==> config.mk <==
export PLATFORM = sky130hd
export DESIGN_NAME = button_debounce_report_queue
export DESIGN_NICKNAME = d
export VERILOG_FILES = /design/src/hw/rtl/dbrq_pkg.sv /design/src/hw/rtl/dbrq_ctrl.sv /design/src/hw/rtl/dbrq_datapath.sv /design/src/hw/rtl/button_debounce_report_queue.sv
export SDC_FILE = /design/constraint.sdc
export NUM_CORES = 1
export LEC_CHECK = 0
export BUFFER_PORTS_ARGS = -buffer_cell sky130_fd_sc_hd__buf_2
export CORE_MARGIN = 3
export CORE_UTILIZATION = 45
export CTS_CLUSTER_DIAMETER = 50
export DETAILED_ROUTE_END_ITERATION = 12
export GPL_TIMING_DRIVEN = 0
export SYNTH_ARGS = -nofsm -noshare
export SYNTH_HDL_FRONTEND = slang
export SYNTH_SLANG_ARGS = --single-unit
==> constraint.sdc <==
create_clock -name clk -period 5.8 [get_ports clk]
set_input_delay 0.29 -clock clk [delete_from_list [all_inputs] [get_ports clk]]
set_output_delay 0.29 -clock clk [all_outputs]
set_load 0.05 [all_outputs]
==> src/hw/rtl/dbrq_pkg.sv <==
`default_nettype none

package dbrq_pkg;

    localparam int QUEUE_DEPTH_DEFAULT = 8;

    // Retransmit status codes; values below STATUS_NO_RETX are a countdown
    localparam logic [7:0] STATUS_NO_RETX = 8'h80;
    localparam logic [7:0] STATUS_PENDING = 8'hff;
    localparam logic [7:0] STATUS_ACKED   = 8'hfe;

    localparam logic [7:0] IDLE_STATE_RESET   = 8'h00;
    localparam logic [3:0] BUTTON_COUNT_RESET = 4'd8;
    localparam logic [6:0] RETX_PERIOD_RESET  = 7'd0;

    localparam int CFG_INDEX_W = 2;
    localparam int CFG_DATA_W  = 8;

    localparam logic [CFG_INDEX_W-1:0] REG_BUTTON_COUNT = 2'd0;
    localparam logic [CFG_INDEX_W-1:0] REG_RETX_PERIOD  = 2'd1;
    localparam logic [CFG_INDEX_W-1:0] REG_IDLE_STATE   = 2'd2;

    typedef enum logic [0:0] {
        OP_SAMPLE = 1'b0,
        OP_ACK    = 1'b1
    } op_t;

    typedef enum logic [1:0] {
        ST_IDLE,
        ST_DECIDE,
        ST_FETCH,
        ST_HOLD
    } state_t;

    typedef struct packed {
        logic in_ready;
        logic start_send;
        logic fetch;
        logic advance;
    } cmd_t;

    typedef struct packed {
        logic sample_fire;
        logic send_go;
        logic out_done;
        logic out_last;
    } sts_t;

endpackage

`default_nettype wire

==> src/hw/rtl/dbrq_ctrl.sv <==
`default_nettype none

module dbrq_ctrl (
    input  wire logic          clk,
    input  wire logic          rst_n,
    input  wire dbrq_pkg::sts_t sts,
    output dbrq_pkg::cmd_t     cmd
);

    dbrq_pkg::state_t state_reg;
    dbrq_pkg::state_t state_next;

    always_ff @(posedge clk or negedge rst_n)
    begin
        if (!rst_n)
        begin
            state_reg <= dbrq_pkg::ST_IDLE;
        end
        else
        begin
            state_reg <= state_next;
        end
    end

    always_comb
    begin
        state_next = state_reg;
        unique case (state_reg)
            dbrq_pkg::ST_IDLE:
            begin
                if (sts.sample_fire)
                begin
                    state_next = dbrq_pkg::ST_DECIDE;
                end
            end
            dbrq_pkg::ST_DECIDE:
            begin
                state_next = sts.send_go ? dbrq_pkg::ST_FETCH : dbrq_pkg::ST_IDLE;
            end
            dbrq_pkg::ST_FETCH:
            begin
                state_next = dbrq_pkg::ST_HOLD;
            end
            dbrq_pkg::ST_HOLD:
            begin
                if (sts.out_done)
                begin
                    state_next = sts.out_last ? dbrq_pkg::ST_IDLE : dbrq_pkg::ST_FETCH;
                end
            end
            default:
            begin
                state_next = dbrq_pkg::ST_IDLE;
            end
        endcase
    end

    always_comb
    begin
        cmd = '0;
        unique case (state_reg)
            dbrq_pkg::ST_IDLE:
            begin
                cmd.in_ready = 1'b1;
            end
            dbrq_pkg::ST_DECIDE:
            begin
                cmd.start_send = sts.send_go;
            end
            dbrq_pkg::ST_FETCH:
            begin
                cmd.fetch = 1'b1;
            end
            dbrq_pkg::ST_HOLD:
            begin
                cmd.advance = sts.out_done;
            end
            default:
            begin
                cmd = '0;
            end
        endcase
    end

endmodule

`default_nettype wire

==> src/hw/rtl/dbrq_datapath.sv <==
`default_nettype none

module dbrq_datapath #(
    parameter int QUEUE_DEPTH = dbrq_pkg::QUEUE_DEPTH_DEFAULT
) (
    input  wire logic                             clk,
    input  wire logic                             rst_n,
    input  wire logic                             in_valid,
    input  wire dbrq_pkg::op_t                    in_op,
    input  wire logic [7:0]                       in_pins,
    input  wire logic [7:0]                       in_amount,
    input  wire logic                             out_ready,
    input  wire logic                             cfg_we,
    input  wire logic [dbrq_pkg::CFG_INDEX_W-1:0] cfg_index,
    input  wire logic [dbrq_pkg::CFG_DATA_W-1:0]  cfg_data,
    input  wire dbrq_pkg::cmd_t                   cmd,
    output dbrq_pkg::sts_t                        sts,
    output logic                                  out_valid,
    output logic [7:0]                            out_ack_total,
    output logic [7:0]                            out_report,
    output logic                                  out_last
);

    localparam int PTR_W = (QUEUE_DEPTH > 1) ? $clog2(QUEUE_DEPTH) : 1;
    localparam int CNT_W = $clog2(QUEUE_DEPTH + 1);
    localparam int SUM_W = PTR_W + 1;

    logic [7:0]       queue_mem [QUEUE_DEPTH];

    logic [3:0]       button_count_reg;
    logic [6:0]       period_reg;
    logic [7:0]       debounced_reg;
    logic [7:0]       prev_sample_reg;
    logic [PTR_W-1:0] head_reg;
    logic [CNT_W-1:0] count_reg;
    logic [7:0]       ack_total_reg;
    logic [7:0]       status_reg;
    logic [PTR_W-1:0] rd_ptr_reg;
    logic [CNT_W-1:0] send_idx_reg;
    logic             out_valid_reg;
    logic [7:0]       out_ack_total_reg;
    logic [7:0]       out_report_reg;
    logic             out_last_reg;

    logic             fire;
    logic             sample_fire;
    logic             ack_fire;
    logic [7:0]       pin_mask;
    logic [7:0]       pins_masked;
    logic [7:0]       diff;
    logic [7:0]       stable;
    logic             change;
    logic [7:0]       debounced_upd;
    logic             can_queue;
    logic             push;
    logic [SUM_W-1:0] tail_sum;
    logic [SUM_W-1:0] tail_wrap;
    logic [PTR_W-1:0] tail_ptr;
    logic [7:0]       status_pushed;
    logic [7:0]       status_tick;
    logic             ack_all;
    logic [SUM_W-1:0] head_sum;
    logic [SUM_W-1:0] head_wrap;
    logic [SUM_W-1:0] rd_sum;
    logic [SUM_W-1:0] rd_wrap;

    assign fire        = in_valid && cmd.in_ready;
    assign sample_fire = fire && (in_op == dbrq_pkg::OP_SAMPLE);
    assign ack_fire    = fire && (in_op == dbrq_pkg::OP_ACK);

    always_comb
    begin
        if (button_count_reg >= 4'd8)
        begin
            pin_mask = 8'hff;
        end
        else
        begin
            pin_mask = 8'((9'd1 << button_count_reg) - 9'd1);
        end
    end

    // A bit follows its pin only where the last two samples agree
    assign pins_masked   = in_pins & pin_mask;
    assign diff          = pins_masked ^ debounced_reg;
    assign stable        = ~(pins_masked ^ prev_sample_reg);
    assign change        = |(diff & stable);
    assign debounced_upd = (debounced_reg & ~stable) | (pins_masked & stable);

    assign can_queue = count_reg < CNT_W'(QUEUE_DEPTH);
    assign push      = sample_fire && change && can_queue;

    assign tail_sum  = SUM_W'(head_reg) + SUM_W'(count_reg);
    assign tail_wrap = (tail_sum >= SUM_W'(QUEUE_DEPTH)) ? tail_sum - SUM_W'(QUEUE_DEPTH)
                                                         : tail_sum;
    assign tail_ptr  = tail_wrap[PTR_W-1:0];

    assign status_pushed = push ? dbrq_pkg::STATUS_PENDING : status_reg;
    assign status_tick   = ((status_pushed & dbrq_pkg::STATUS_NO_RETX) != 8'h00)
                           ? status_pushed : status_pushed - 8'd1;

    assign ack_all   = in_amount >= 8'(count_reg);
    assign head_sum  = SUM_W'(head_reg) + SUM_W'(in_amount[PTR_W-1:0]);
    assign head_wrap = (head_sum >= SUM_W'(QUEUE_DEPTH)) ? head_sum - SUM_W'(QUEUE_DEPTH)
                                                         : head_sum;

    assign rd_sum  = SUM_W'(rd_ptr_reg) + SUM_W'(1);
    assign rd_wrap = (rd_sum >= SUM_W'(QUEUE_DEPTH)) ? rd_sum - SUM_W'(QUEUE_DEPTH) : rd_sum;

    always_ff @(posedge clk or negedge rst_n)
    begin
        if (!rst_n)
        begin
            button_count_reg <= dbrq_pkg::BUTTON_COUNT_RESET;
            period_reg       <= dbrq_pkg::RETX_PERIOD_RESET;
            debounced_reg    <= dbrq_pkg::IDLE_STATE_RESET;
            prev_sample_reg  <= dbrq_pkg::IDLE_STATE_RESET;
            head_reg         <= '0;
            count_reg        <= '0;
            ack_total_reg    <= 8'h00;
            status_reg       <= dbrq_pkg::STATUS_ACKED;
            rd_ptr_reg       <= '0;
            send_idx_reg     <= '0;
            out_valid_reg    <= 1'b0;
        end
        else
        begin
            if (cfg_we)
            begin
                unique case (cfg_index)
                    dbrq_pkg::REG_BUTTON_COUNT:
                    begin
                        button_count_reg <= cfg_data[3:0];
                    end
                    dbrq_pkg::REG_RETX_PERIOD:
                    begin
                        period_reg <= cfg_data[6:0];
                    end
                    dbrq_pkg::REG_IDLE_STATE:
                    begin
                        debounced_reg   <= cfg_data;
                        prev_sample_reg <= cfg_data;
                    end
                    default:
                    begin
                    end
                endcase
            end
            else if (sample_fire)
            begin
                if (change)
                begin
                    debounced_reg <= debounced_upd;
                end
                prev_sample_reg <= pins_masked;
                if (push)
                begin
                    count_reg <= count_reg + CNT_W'(1);
                end
                status_reg <= status_tick;
            end
            else if (ack_fire)
            begin
                ack_total_reg <= ack_total_reg + in_amount;
                if (ack_all)
                begin
                    count_reg  <= '0;
                    status_reg <= dbrq_pkg::STATUS_ACKED;
                end
                else
                begin
                    // Drop acknowledged entries from the head
                    count_reg <= count_reg - in_amount[CNT_W-1:0];
                    head_reg  <= head_wrap[PTR_W-1:0];
                end
            end

            if (cmd.start_send)
            begin
                status_reg   <= 8'(period_reg);
                rd_ptr_reg   <= head_reg;
                send_idx_reg <= '0;
            end
            else if (cmd.advance)
            begin
                rd_ptr_reg   <= rd_wrap[PTR_W-1:0];
                send_idx_reg <= send_idx_reg + CNT_W'(1);
            end

            if (cmd.fetch)
            begin
                out_valid_reg <= 1'b1;
            end
            else if (out_valid_reg && out_ready)
            begin
                out_valid_reg <= 1'b0;
            end
        end
    end

    always_ff @(posedge clk)
    begin
        if (push)
        begin
            queue_mem[tail_ptr] <= debounced_upd;
        end
        if (cmd.fetch)
        begin
            out_report_reg    <= queue_mem[rd_ptr_reg];
            out_ack_total_reg <= ack_total_reg;
            out_last_reg      <= (send_idx_reg == count_reg - CNT_W'(1));
        end
    end

    assign sts.sample_fire = sample_fire;
    assign sts.send_go     = (status_reg == dbrq_pkg::STATUS_PENDING) && (count_reg != '0);
    assign sts.out_done    = out_valid_reg && out_ready;
    assign sts.out_last    = out_last_reg;

    assign out_valid     = out_valid_reg;
    assign out_ack_total = out_ack_total_reg;
    assign out_report    = out_report_reg;
    assign out_last      = out_last_reg;

endmodule

`default_nettype wire

==> src/hw/rtl/button_debounce_report_queue.sv <==
// An acknowledgement keeps the block idle; a sample tick passes through a decision state that
// either returns to idle or starts a send. A send fetches one report at a time and holds it
// until the output takes it before fetching the next (single read port of the queue memory
// feeding a one-deep output register); input is taken again after the final transfer.
// Reset: asynchronous, active low; clears control, counters and configuration, queue
// contents stay undefined until written.
`default_nettype none

module button_debounce_report_queue #(
    parameter int QUEUE_DEPTH = dbrq_pkg::QUEUE_DEPTH_DEFAULT
) (
    input  wire logic                             clk,
    input  wire logic                             rst_n,
    input  wire logic                             s_axis_tvalid,
    output logic                                  s_axis_tready,
    input  wire logic [15:0]                      s_axis_tdata,  // pin_levels, ack_amount
    input  wire logic                             s_axis_tuser,  // op
    output logic                                  m_axis_tvalid,
    input  wire logic                             m_axis_tready,
    output logic [15:0]                           m_axis_tdata,  // ack_total, report_state
    output logic                                  m_axis_tlast,
    input  wire logic                             cfg_we,
    input  wire logic [dbrq_pkg::CFG_INDEX_W-1:0] cfg_index,
    input  wire logic [dbrq_pkg::CFG_DATA_W-1:0]  cfg_data
);

    dbrq_pkg::cmd_t cmd;
    dbrq_pkg::sts_t sts;
    dbrq_pkg::op_t  in_op;
    logic [7:0]     out_ack_total;
    logic [7:0]     out_report;

    assign in_op = dbrq_pkg::op_t'(s_axis_tuser);

    dbrq_ctrl u_ctrl (
        .clk   (clk),
        .rst_n (rst_n),
        .sts   (sts),
        .cmd   (cmd)
    );

    dbrq_datapath #(
        .QUEUE_DEPTH (QUEUE_DEPTH)
    ) u_datapath (
        .clk           (clk),
        .rst_n         (rst_n),
        .in_valid      (s_axis_tvalid),
        .in_op         (in_op),
        .in_pins       (s_axis_tdata[7:0]),
        .in_amount     (s_axis_tdata[15:8]),
        .out_ready     (m_axis_tready),
        .cfg_we        (cfg_we),
        .cfg_index     (cfg_index),
        .cfg_data      (cfg_data),
        .cmd           (cmd),
        .sts           (sts),
        .out_valid     (m_axis_tvalid),
        .out_ack_total (out_ack_total),
        .out_report    (out_report),
        .out_last      (m_axis_tlast)
    );

    assign s_axis_tready = cmd.in_ready;
    assign m_axis_tdata  = {out_report, out_ack_total};

endmodule

`default_nettype wire

==> flow_metrics.env, run 1 <==
export IMPL_yosysTopAreaCellShare=0.349
export IMPL_synth_fp_nets=599
export IMPL_p_leak_nw=3.12
export IMPL_drive_above_1_share=0.256
export IMPL_core_area_um2=14800
export IMPL_hold_path_class="in2reg"
export IMPL_die_area_um2=17000
export IMPL_cp_required_ns=5.84
export IMPL_track_usage=0.188
export IMPL_fin_setup_tns_ns=0
export IMPL_worst_skew_late_latency_ns=0.42
export IMPL_ctsRootBufferMaster="sky130_fd_sc_hd__clkbuf_16"
export IMPL_sequentialPowerShare=0.391
export IMPL_synth_edf_count=81
export IMPL_flow_area_growth_from_synthesis_pct=16.1
export IMPL_final_nets=671
export IMPL_dieWidth_um=130
export IMPL_ctsLongestPathBuffers=2
export IMPL_postLayoutCoreUtil=0.546
export IMPL_layout_filler_cells=1251
export IMPL_critical_path_max_fanout=10
export IMPL_drtAntennaViolNets=0
export IMPL_drt_pass1_iterations=4
export IMPL_share_comb_of_total_power=0.348
export IMPL_synth_async_sr_flop_share=0.426
export IMPL_place_hpwl_mm=10.8
export IMPL_path_clk_slew_ns=0.06
export IMPL_worst_slew_margin_rel=0.364
export IMPL_ir_drop_uv=211
export IMPL_setup_worst_path_end_class="flip-flop"
export IMPL_status="finished clean"
export IMPL_vias_per_cell=5.58
export IMPL_largest_register_ff_count=64
export IMPL_synth_avg_cell_area_um2=12.9
export IMPL_cts_sink_count=141
export IMPL_finalSetupViolCount=0
export IMPL_clock_tree_from_tritoncts="built"
export IMPL_syn_cell_area_um2=6970
export IMPL_finish_instance_area_um2=8090
export IMPL_synth_cell_types=63
export IMPL_die_height_um=130
export IMPL_initial_antenna_violation_count=0
export IMPL_yosysMostFrequentCell="sky130_fd_sc_hd__edfxtp_1"
export IMPL_finalHoldViolations=0
export IMPL_maxClockFrequency_mhz=234
export IMPL_finalCritPeriodShare=0.737
export IMPL_postPlaceCellArea_um2=7500
export IMPL_start_util=0.470
export IMPL_p_int_mw=2.60
export IMPL_synth_seq_cells=141
export IMPL_grt_overflow_total=0
export IMPL_synth_common_cells="sky130_fd_sc_hd__edfxtp_1 (81), sky130_fd_sc_hd__dfrtp_1 (52), sky130_fd_sc_hd__nand2_1 (41)"
export IMPL_design_power_total_mw=4.00
export IMPL_timing_max_transition_violations_final=0
export IMPL_number_of_placed_i_o_pins=51
export IMPL_combined_area_of_the_multi_input_logic_cells_um2=2890
export IMPL_powerDensity_nw_per_um2=495
export IMPL_timing_hold_worst_start="m_axis_tready"
export IMPL_vias=4521
export IMPL_crit_arrival_ns=4.31
export IMPL_avgRoutedWirePerCell_um=18.5
export IMPL_yosysSeqAreaShare=0.566
export IMPL_critical_path_startpoint="u_datapath.button_count_reg[3]"
export IMPL_synth_cells=541
export IMPL_regArea_um2=3940
export IMPL_gp_congestion=0.872
export IMPL_drt_drc_violations_left=0
export IMPL_grt_pass1_vias=4488
export IMPL_finalCriticalPeriod_ns=4.27
export IMPL_cts_made_buffers=17
export IMPL_io_buffer_count=49
export IMPL_drt_iter0_markers=251
export IMPL_max_cap_viol_count=0
export IMPL_p_clk_frac=0.261
export IMPL_top_register="u_datapath.queue_mem"
export IMPL_r2r_start="u_datapath.button_count_reg[3]"
export IMPL_switching_fraction_of_total_power=0.350
export IMPL_p_switching_mw=1.40
export IMPL_antenna_cells=0
export IMPL_synth_area_top_cells="sky130_fd_sc_hd__edfxtp_1 (35%), sky130_fd_sc_hd__dfrtp_1 (19%), sky130_fd_sc_hd__mux4_2 (5.2%)"
export IMPL_grt_start_max_net_pins=61
export IMPL_synth_top_area_cell="sky130_fd_sc_hd__edfxtp_1"
export IMPL_grt_setup_unrepaired="no"
export IMPL_floorplan_rows=44
export IMPL_path_class="reg2reg"
export IMPL_timing_clock_skew_ns=0.00650
export IMPL_synth_ff_type="sky130_fd_sc_hd__edfxtp_1"
export IMPL_h_tree_depth=4
export IMPL_worst_slew_pin_transition_ns=0.951
export IMPL_worst_setup_path_start_kind="flip-flop"
export IMPL_yosysWarnings=0
export IMPL_grt_pass1_wl_mm=24.1
export IMPL_detail_route_wirelength_mm=15.0
==> layer usage <==
metal,GRT usage,share of wire
met1,0.255,0.46
met2,0.301,0.48
met3,0.0455,0.041
met4,0.0647,0.017
met5,0,0
==> worst paths after layout <==
kind	slack, ns	depth (start not counted)	to
hold / removal	0.08	2	u_datapath.out_valid
setup reg to reg	1.53	11	u_datapath.queue_mem[7][3]
min in group asynchronous	0.50	2	u_datapath.debounced_reg[7]
setup / recovery	1.53	11	u_datapath.queue_mem[7][3]
max in group asynchronous	4.77	2	u_datapath.ack_total_reg[6]
hold reg to reg	0.48	1	u_datapath.ack_total_reg[7]
==> kinds of logic after synthesis <==
group,after synthesis,synth area share
adder cells (fa/ha/maj),34,0.0629
XOR/XNOR,25,0.0314
AO/OA/AOI/OAI,95,0.0893
AND/OR/NAND/NOR,148,0.111
multiplexers,56,0.115
buffers and inverters,42,0.0241
flip-flops,141,0.566
==> worst max-delay path: stages (launching register included) <==
cell	delay, ns
sky130_fd_sc_hd__dfstp_2	0.56
sky130_fd_sc_hd__buf_2	0.23
sky130_fd_sc_hd__nor2_1	0.10
sky130_fd_sc_hd__nand3_1	0.09
sky130_fd_sc_hd__ha_1	0.25
sky130_fd_sc_hd__and4_1	0.23
sky130_fd_sc_hd__a2111oi_2	0.07
sky130_fd_sc_hd__nand2b_1	0.20
sky130_fd_sc_hd__o32a_1	0.35
sky130_fd_sc_hd__a31oi_1	0.68
sky130_fd_sc_hd__nand3_1	0.32
sky130_fd_sc_hd__nor2_1	0.81
==> cell usage in the layout, fill, tap and decap left out, types with 16 or more instances in the layout <==
cell                        instances
sky130_fd_sc_hd__nand2_1           41
sky130_fd_sc_hd__nor2_1            30
sky130_fd_sc_hd__edfxtp_1          81
sky130_fd_sc_hd__a21oi_1           23
sky130_fd_sc_hd__dfrtp_1           52
sky130_fd_sc_hd__mux2_2            31
sky130_fd_sc_hd__inv_1             25
sky130_fd_sc_hd__ha_1              22
sky130_fd_sc_hd__mux4_2            16
sky130_fd_sc_hd__clkbuf_16         17
sky130_fd_sc_hd__o21ai_0           31
sky130_fd_sc_hd__buf_2             50
==> final cells by class <==
| type | count | share of cell area |
|---|---|---|
| Timing Repair Buffer | 53 | 0.0356 |
| Multi-Input combinational cell | 358 | 0.357 |
| Tap cell | 184 | 0.0285 |
| Sequential cell | 141 | 0.488 |
| Inverter | 25 | 0.0116 |
| Buffer | 17 | 0.00913 |
| Clock inverter | 12 | 0.0152 |
| Clock buffer | 20 | 0.0552 |
==> what timing repair did <==
action | 4_1_cts | 5_1_grt
hold buffers | 1 | 0
endpoints found under the hold margin | 48 | 0
gates resized for setup | 0 | 0
setup buffers | 0 | 0
==> power by group through the flow <==
stage | clock network (mW) | logic, mW | registers [mW]
2_1_floorplan | 0 | 0.918 | 1.68
3_3_place_gp | 0 | 1.33 | 1.57
3_5_place_dp | 0 | 1.40 | 1.58
4_1_cts | 1.07 | 1.41 | 1.57
5_1_grt | 1.11 | 1.53 | 1.60
6_report | 1.04 | 1.39 | 1.57
==> stage by stage <==
stage	worst slack (ns)	instances	hold slack, ns
CTS	1.14	810	0.0543
detailed placement	1.17	777	0.428
global placement	1.26	774	0.463
global route	1.28	810	0.0771
finish	1.53	810	0.0787
floorplan	2.28	541	-0.00559
(Power assumes the default switching activity.)
==> inputs of run 2 (changes only) <==
- ABC_AREA: unset -> 1
- clock period: 5.8 -> 3.9 ns (I/O delays scaled with it)
==> run 2 against run 1 <==
First-iteration DRC count increased by 47%. Count of clock-buffer cells in the layout decreased by 2. Non-clock buffer count increased by 1. Setup slack got worse by 1.0 ns. Worst hold slack got worse by 0.029 ns. Highest routed layer unchanged.
==> flow_metrics.env, run 2 <==
export IMPL_vias_per_cell=5.13
export IMPL_p_clk_frac=0.252
export IMPL_initial_antenna_violation_count=0
export IMPL_antenna_cells=0
export IMPL_r2r_start="u_datapath.button_count_reg[3]"
export IMPL_synth_ff_type="sky130_fd_sc_hd__edfxtp_1"
export IMPL_track_usage=0.192
export IMPL_synth_cells=763
export IMPL_critPathMaxStageDelay_ns=0.67
export IMPL_share_comb_of_total_power=0.375
export IMPL_flow_area_growth_from_synthesis_pct=15.9
export IMPL_post_cts_setup_buffers=0
export IMPL_layout_cells_non_filler=1055
export IMPL_place_hpwl_mm=11.6
export IMPL_avgRoutedWirePerCell_um=15.3
export IMPL_hold_path_class="in2reg"
export IMPL_setup_worst_path_end_class="flip-flop"
export IMPL_worst_slew_margin_rel=0.244
export IMPL_top_register="u_datapath.queue_mem"
export IMPL_p_switching_mw=2.50
export IMPL_grt_pass1_wl_mm=26.6
export IMPL_final_nets=892
export IMPL_finalCritPeriodShare=0.873
export IMPL_core_area_um2=15300
export IMPL_drt_pass1_iterations=5
export IMPL_timing_hold_worst_path_depth=2
export IMPL_synth_avg_cell_area_um2=9.29
export IMPL_critical_path_max_fanout=10
export IMPL_switching_fraction_of_total_power=0.394
export IMPL_finalSetupViolCount=0
export IMPL_design_power_total_mw=6.34
export IMPL_synth_top_area_cell="sky130_fd_sc_hd__edfxtp_1"
export IMPL_dieWidth_um=131
export IMPL_grt_pass1_vias=5295
export IMPL_io_buffer_count=49
export IMPL_ctsRootBufferMaster="sky130_fd_sc_hd__clkbuf_16"
export IMPL_cts_made_buffers=17
export IMPL_number_of_placed_i_o_pins=51
export IMPL_start_util=0.463
export IMPL_p_int_mw=3.84
export IMPL_cts_repair_resized=0
export IMPL_drt_iter0_markers=370
export IMPL_reg2reg_slack_ns=0.50
export IMPL_synth_seq_cells=141
export IMPL_ir_drop_uv=311
export IMPL_max_cap_viol_count=0
export IMPL_layout_cells_most_common_list="sky130_fd_sc_hd__nand2_1 (151), sky130_fd_sc_hd__nor2_1 (108), sky130_fd_sc_hd__edfxtp_1 (81)"
export IMPL_holdPathEnd="u_datapath.period_reg[6]"
export IMPL_die_area_um2=17300
export IMPL_critical_path_cell_chain="buf_4 -> nor2_1 -> nand3_1 -> ha_1 -> nand2_1 -> nand2_1 -> nand2_1 -> nand2_1 -> nand2_1 -> nand2_1 -> nor2_2 -> nand3_1 -> nor2_2 -> nand2_2 -> nand2_4 -> buf_12 -> or2_1 -> nor2_1"
export IMPL_p_leak_nw=3.55
export IMPL_sequentialPowerShare=0.373
export IMPL_crit_arrival_ns=3.45
export IMPL_synth_area_top_cells="sky130_fd_sc_hd__edfxtp_1 (34%), sky130_fd_sc_hd__dfrtp_1 (18%), sky130_fd_sc_hd__nand2_1 (8.0%)"
export IMPL_drt_drc_violations_left=0
export IMPL_finalCriticalPeriod_ns=3.40
export IMPL_cp_required_ns=3.94
export IMPL_numPlacedInstances=1024
export IMPL_r2r_cells=18
export IMPL_yosysMostFrequentCell="sky130_fd_sc_hd__nand2_1"
export IMPL_postLayoutCoreUtil=0.536
export IMPL_path_clk_slew_ns=0.06
export IMPL_h_tree_depth=4
export IMPL_yosysSeqAreaShare=0.557
export IMPL_synth_edf_count=81
export IMPL_synth_common_cells="sky130_fd_sc_hd__nand2_1 (151), sky130_fd_sc_hd__nor2_1 (109), sky130_fd_sc_hd__edfxtp_1 (81)"
export IMPL_maxClockFrequency_mhz=294
export IMPL_die_height_um=131
export IMPL_worst_skew_late_latency_ns=0.42
export IMPL_clock_tree_from_tritoncts="built"
export IMPL_gp_congestion=0.854
export IMPL_ctsLongestPathBuffers=2
export IMPL_max_stage_delay_cell_worst_path="sky130_fd_sc_hd__nor2_1"
export IMPL_grt_setup_unrepaired="no"
export IMPL_yosysWarnings=0
export IMPL_synth_async_sr_flop_share=0.426
export IMPL_drtAntennaViolNets=0
export IMPL_path_class="reg2reg"
export IMPL_syn_cell_area_um2=7090
export IMPL_timing_max_transition_violations_final=0
export IMPL_finalHoldViolations=0
export IMPL_critical_path_n_buffers_inverters=2
export IMPL_status="finished clean"
export IMPL_drive_above_1_share=0.140
export IMPL_finalWorstSetupSlack_ns=0.496
export IMPL_fin_setup_tns_ns=0
export IMPL_largest_register_ff_count=64
export IMPL_layout_commonest_cell="sky130_fd_sc_hd__nand2_1"
export IMPL_timing_hold_worst_start="cfg_data[6]"
export IMPL_worst_setup_path_start_kind="flip-flop"
export IMPL_detail_route_wirelength_mm=16.1
export IMPL_pre_cts_ws_ns=0.538
export IMPL_worst_slew_pin_transition_ns=1.12
export IMPL_r2r_end="u_datapath.queue_mem[0][1]"
export IMPL_synth_cell_types=47
export IMPL_floorplan_rows=45
export IMPL_timing_clock_skew_ns=0.00882
export IMPL_grt_overflow_total=0
export IMPL_grt_start_max_net_pins=61
export IMPL_yosysTopAreaCellShare=0.343
export IMPL_vias=5414
export IMPL_synth_fp_nets=821
export IMPL_cts_sink_count=141
export IMPL_worst_path_dominant_cell_family="simple AND/OR/NAND/NOR gates"
export IMPL_crit_top_cell="sky130_fd_sc_hd__nand2_1"
export IMPL_powerDensity_nw_per_um2=772
[run 2: area by class of cell]
type	instances	area, µm²
Clock inverter	11	146
Tap cell	211	264
Multi-Input combinational cell	520	2740
Buffer	19	92.6
Fill cell	1418	7100
Sequential cell	141	3940
Clock buffer	18	429
Inverter	83	312
Timing Repair Buffer	52	283
[run 2: how the worst max path moves through the flow]
stage / from / end / slack (ns) / depth (start not counted)
finish: u_datapath.button_count_reg[3] / u_datapath.queue_mem[0][1] / 0.50 / 18
global route: u_datapath.button_count_reg[3] / u_datapath.status_reg[4] / 0.23 / 25
CTS: u_datapath.button_count_reg[3] / u_datapath.queue_mem[0][1] / 0.52 / 18
detailed placement: u_datapath.button_count_reg[3] / u_datapath.queue_mem[0][5] / 0.54 / 18
global placement: u_datapath.button_count_reg[3] / u_datapath.queue_mem[0][3] / 0.55 / 17
floorplan: u_ctrl.state_reg[1] / u_datapath.queue_mem[4][0] / 0.84 / 9
[run 2: per-layer routing]
layer	track usage	up-vias	part of all wire
met5	0	-	0
met4	0.0659	0	0.012
met3	0.0375	13	0.044
met2	0.311	123	0.47
met1	0.258	2568	0.47
li1	-	2710	-
[run 2: cell families after synthesis]
logic type                 synth area share
and+or+nand+nor                       0.202
AOI/OAI and AO/OA                     0.111
DFF                                   0.557
buffers and inverters                0.0570
adders and majority gates            0.0501
xor gates and xnor gates             0.0198
muxes                               0.00318
[run 2: through the flow]
step                      hold slack (ns)  area, µm²
after floorplan                    -0.101       7090
after global placement              0.413       7590
after detailed placement            0.346       7610
after CTS                          0.0325       8210
after global routing               0.0420       8210
final                              0.0494       8210
[run 2: power by group through the flow]
stage / Sequential (mW) / Clock [mW] / Combinational, mW
finish: 2.36 / 1.60 / 2.38
global route: 2.41 / 1.69 / 2.68
CTS: 2.36 / 1.63 / 2.40
detailed placement: 2.38 / 0 / 2.38
global placement: 2.37 / 0 / 2.31
floorplan: 2.62 / 0 / 1.49
[run 2: timing repair]
action                                  4_1_cts  5_1_grt
hold buffers                                  2        0
hold endpoints to repair                     53        0
endpoints found under the setup margin        0        0
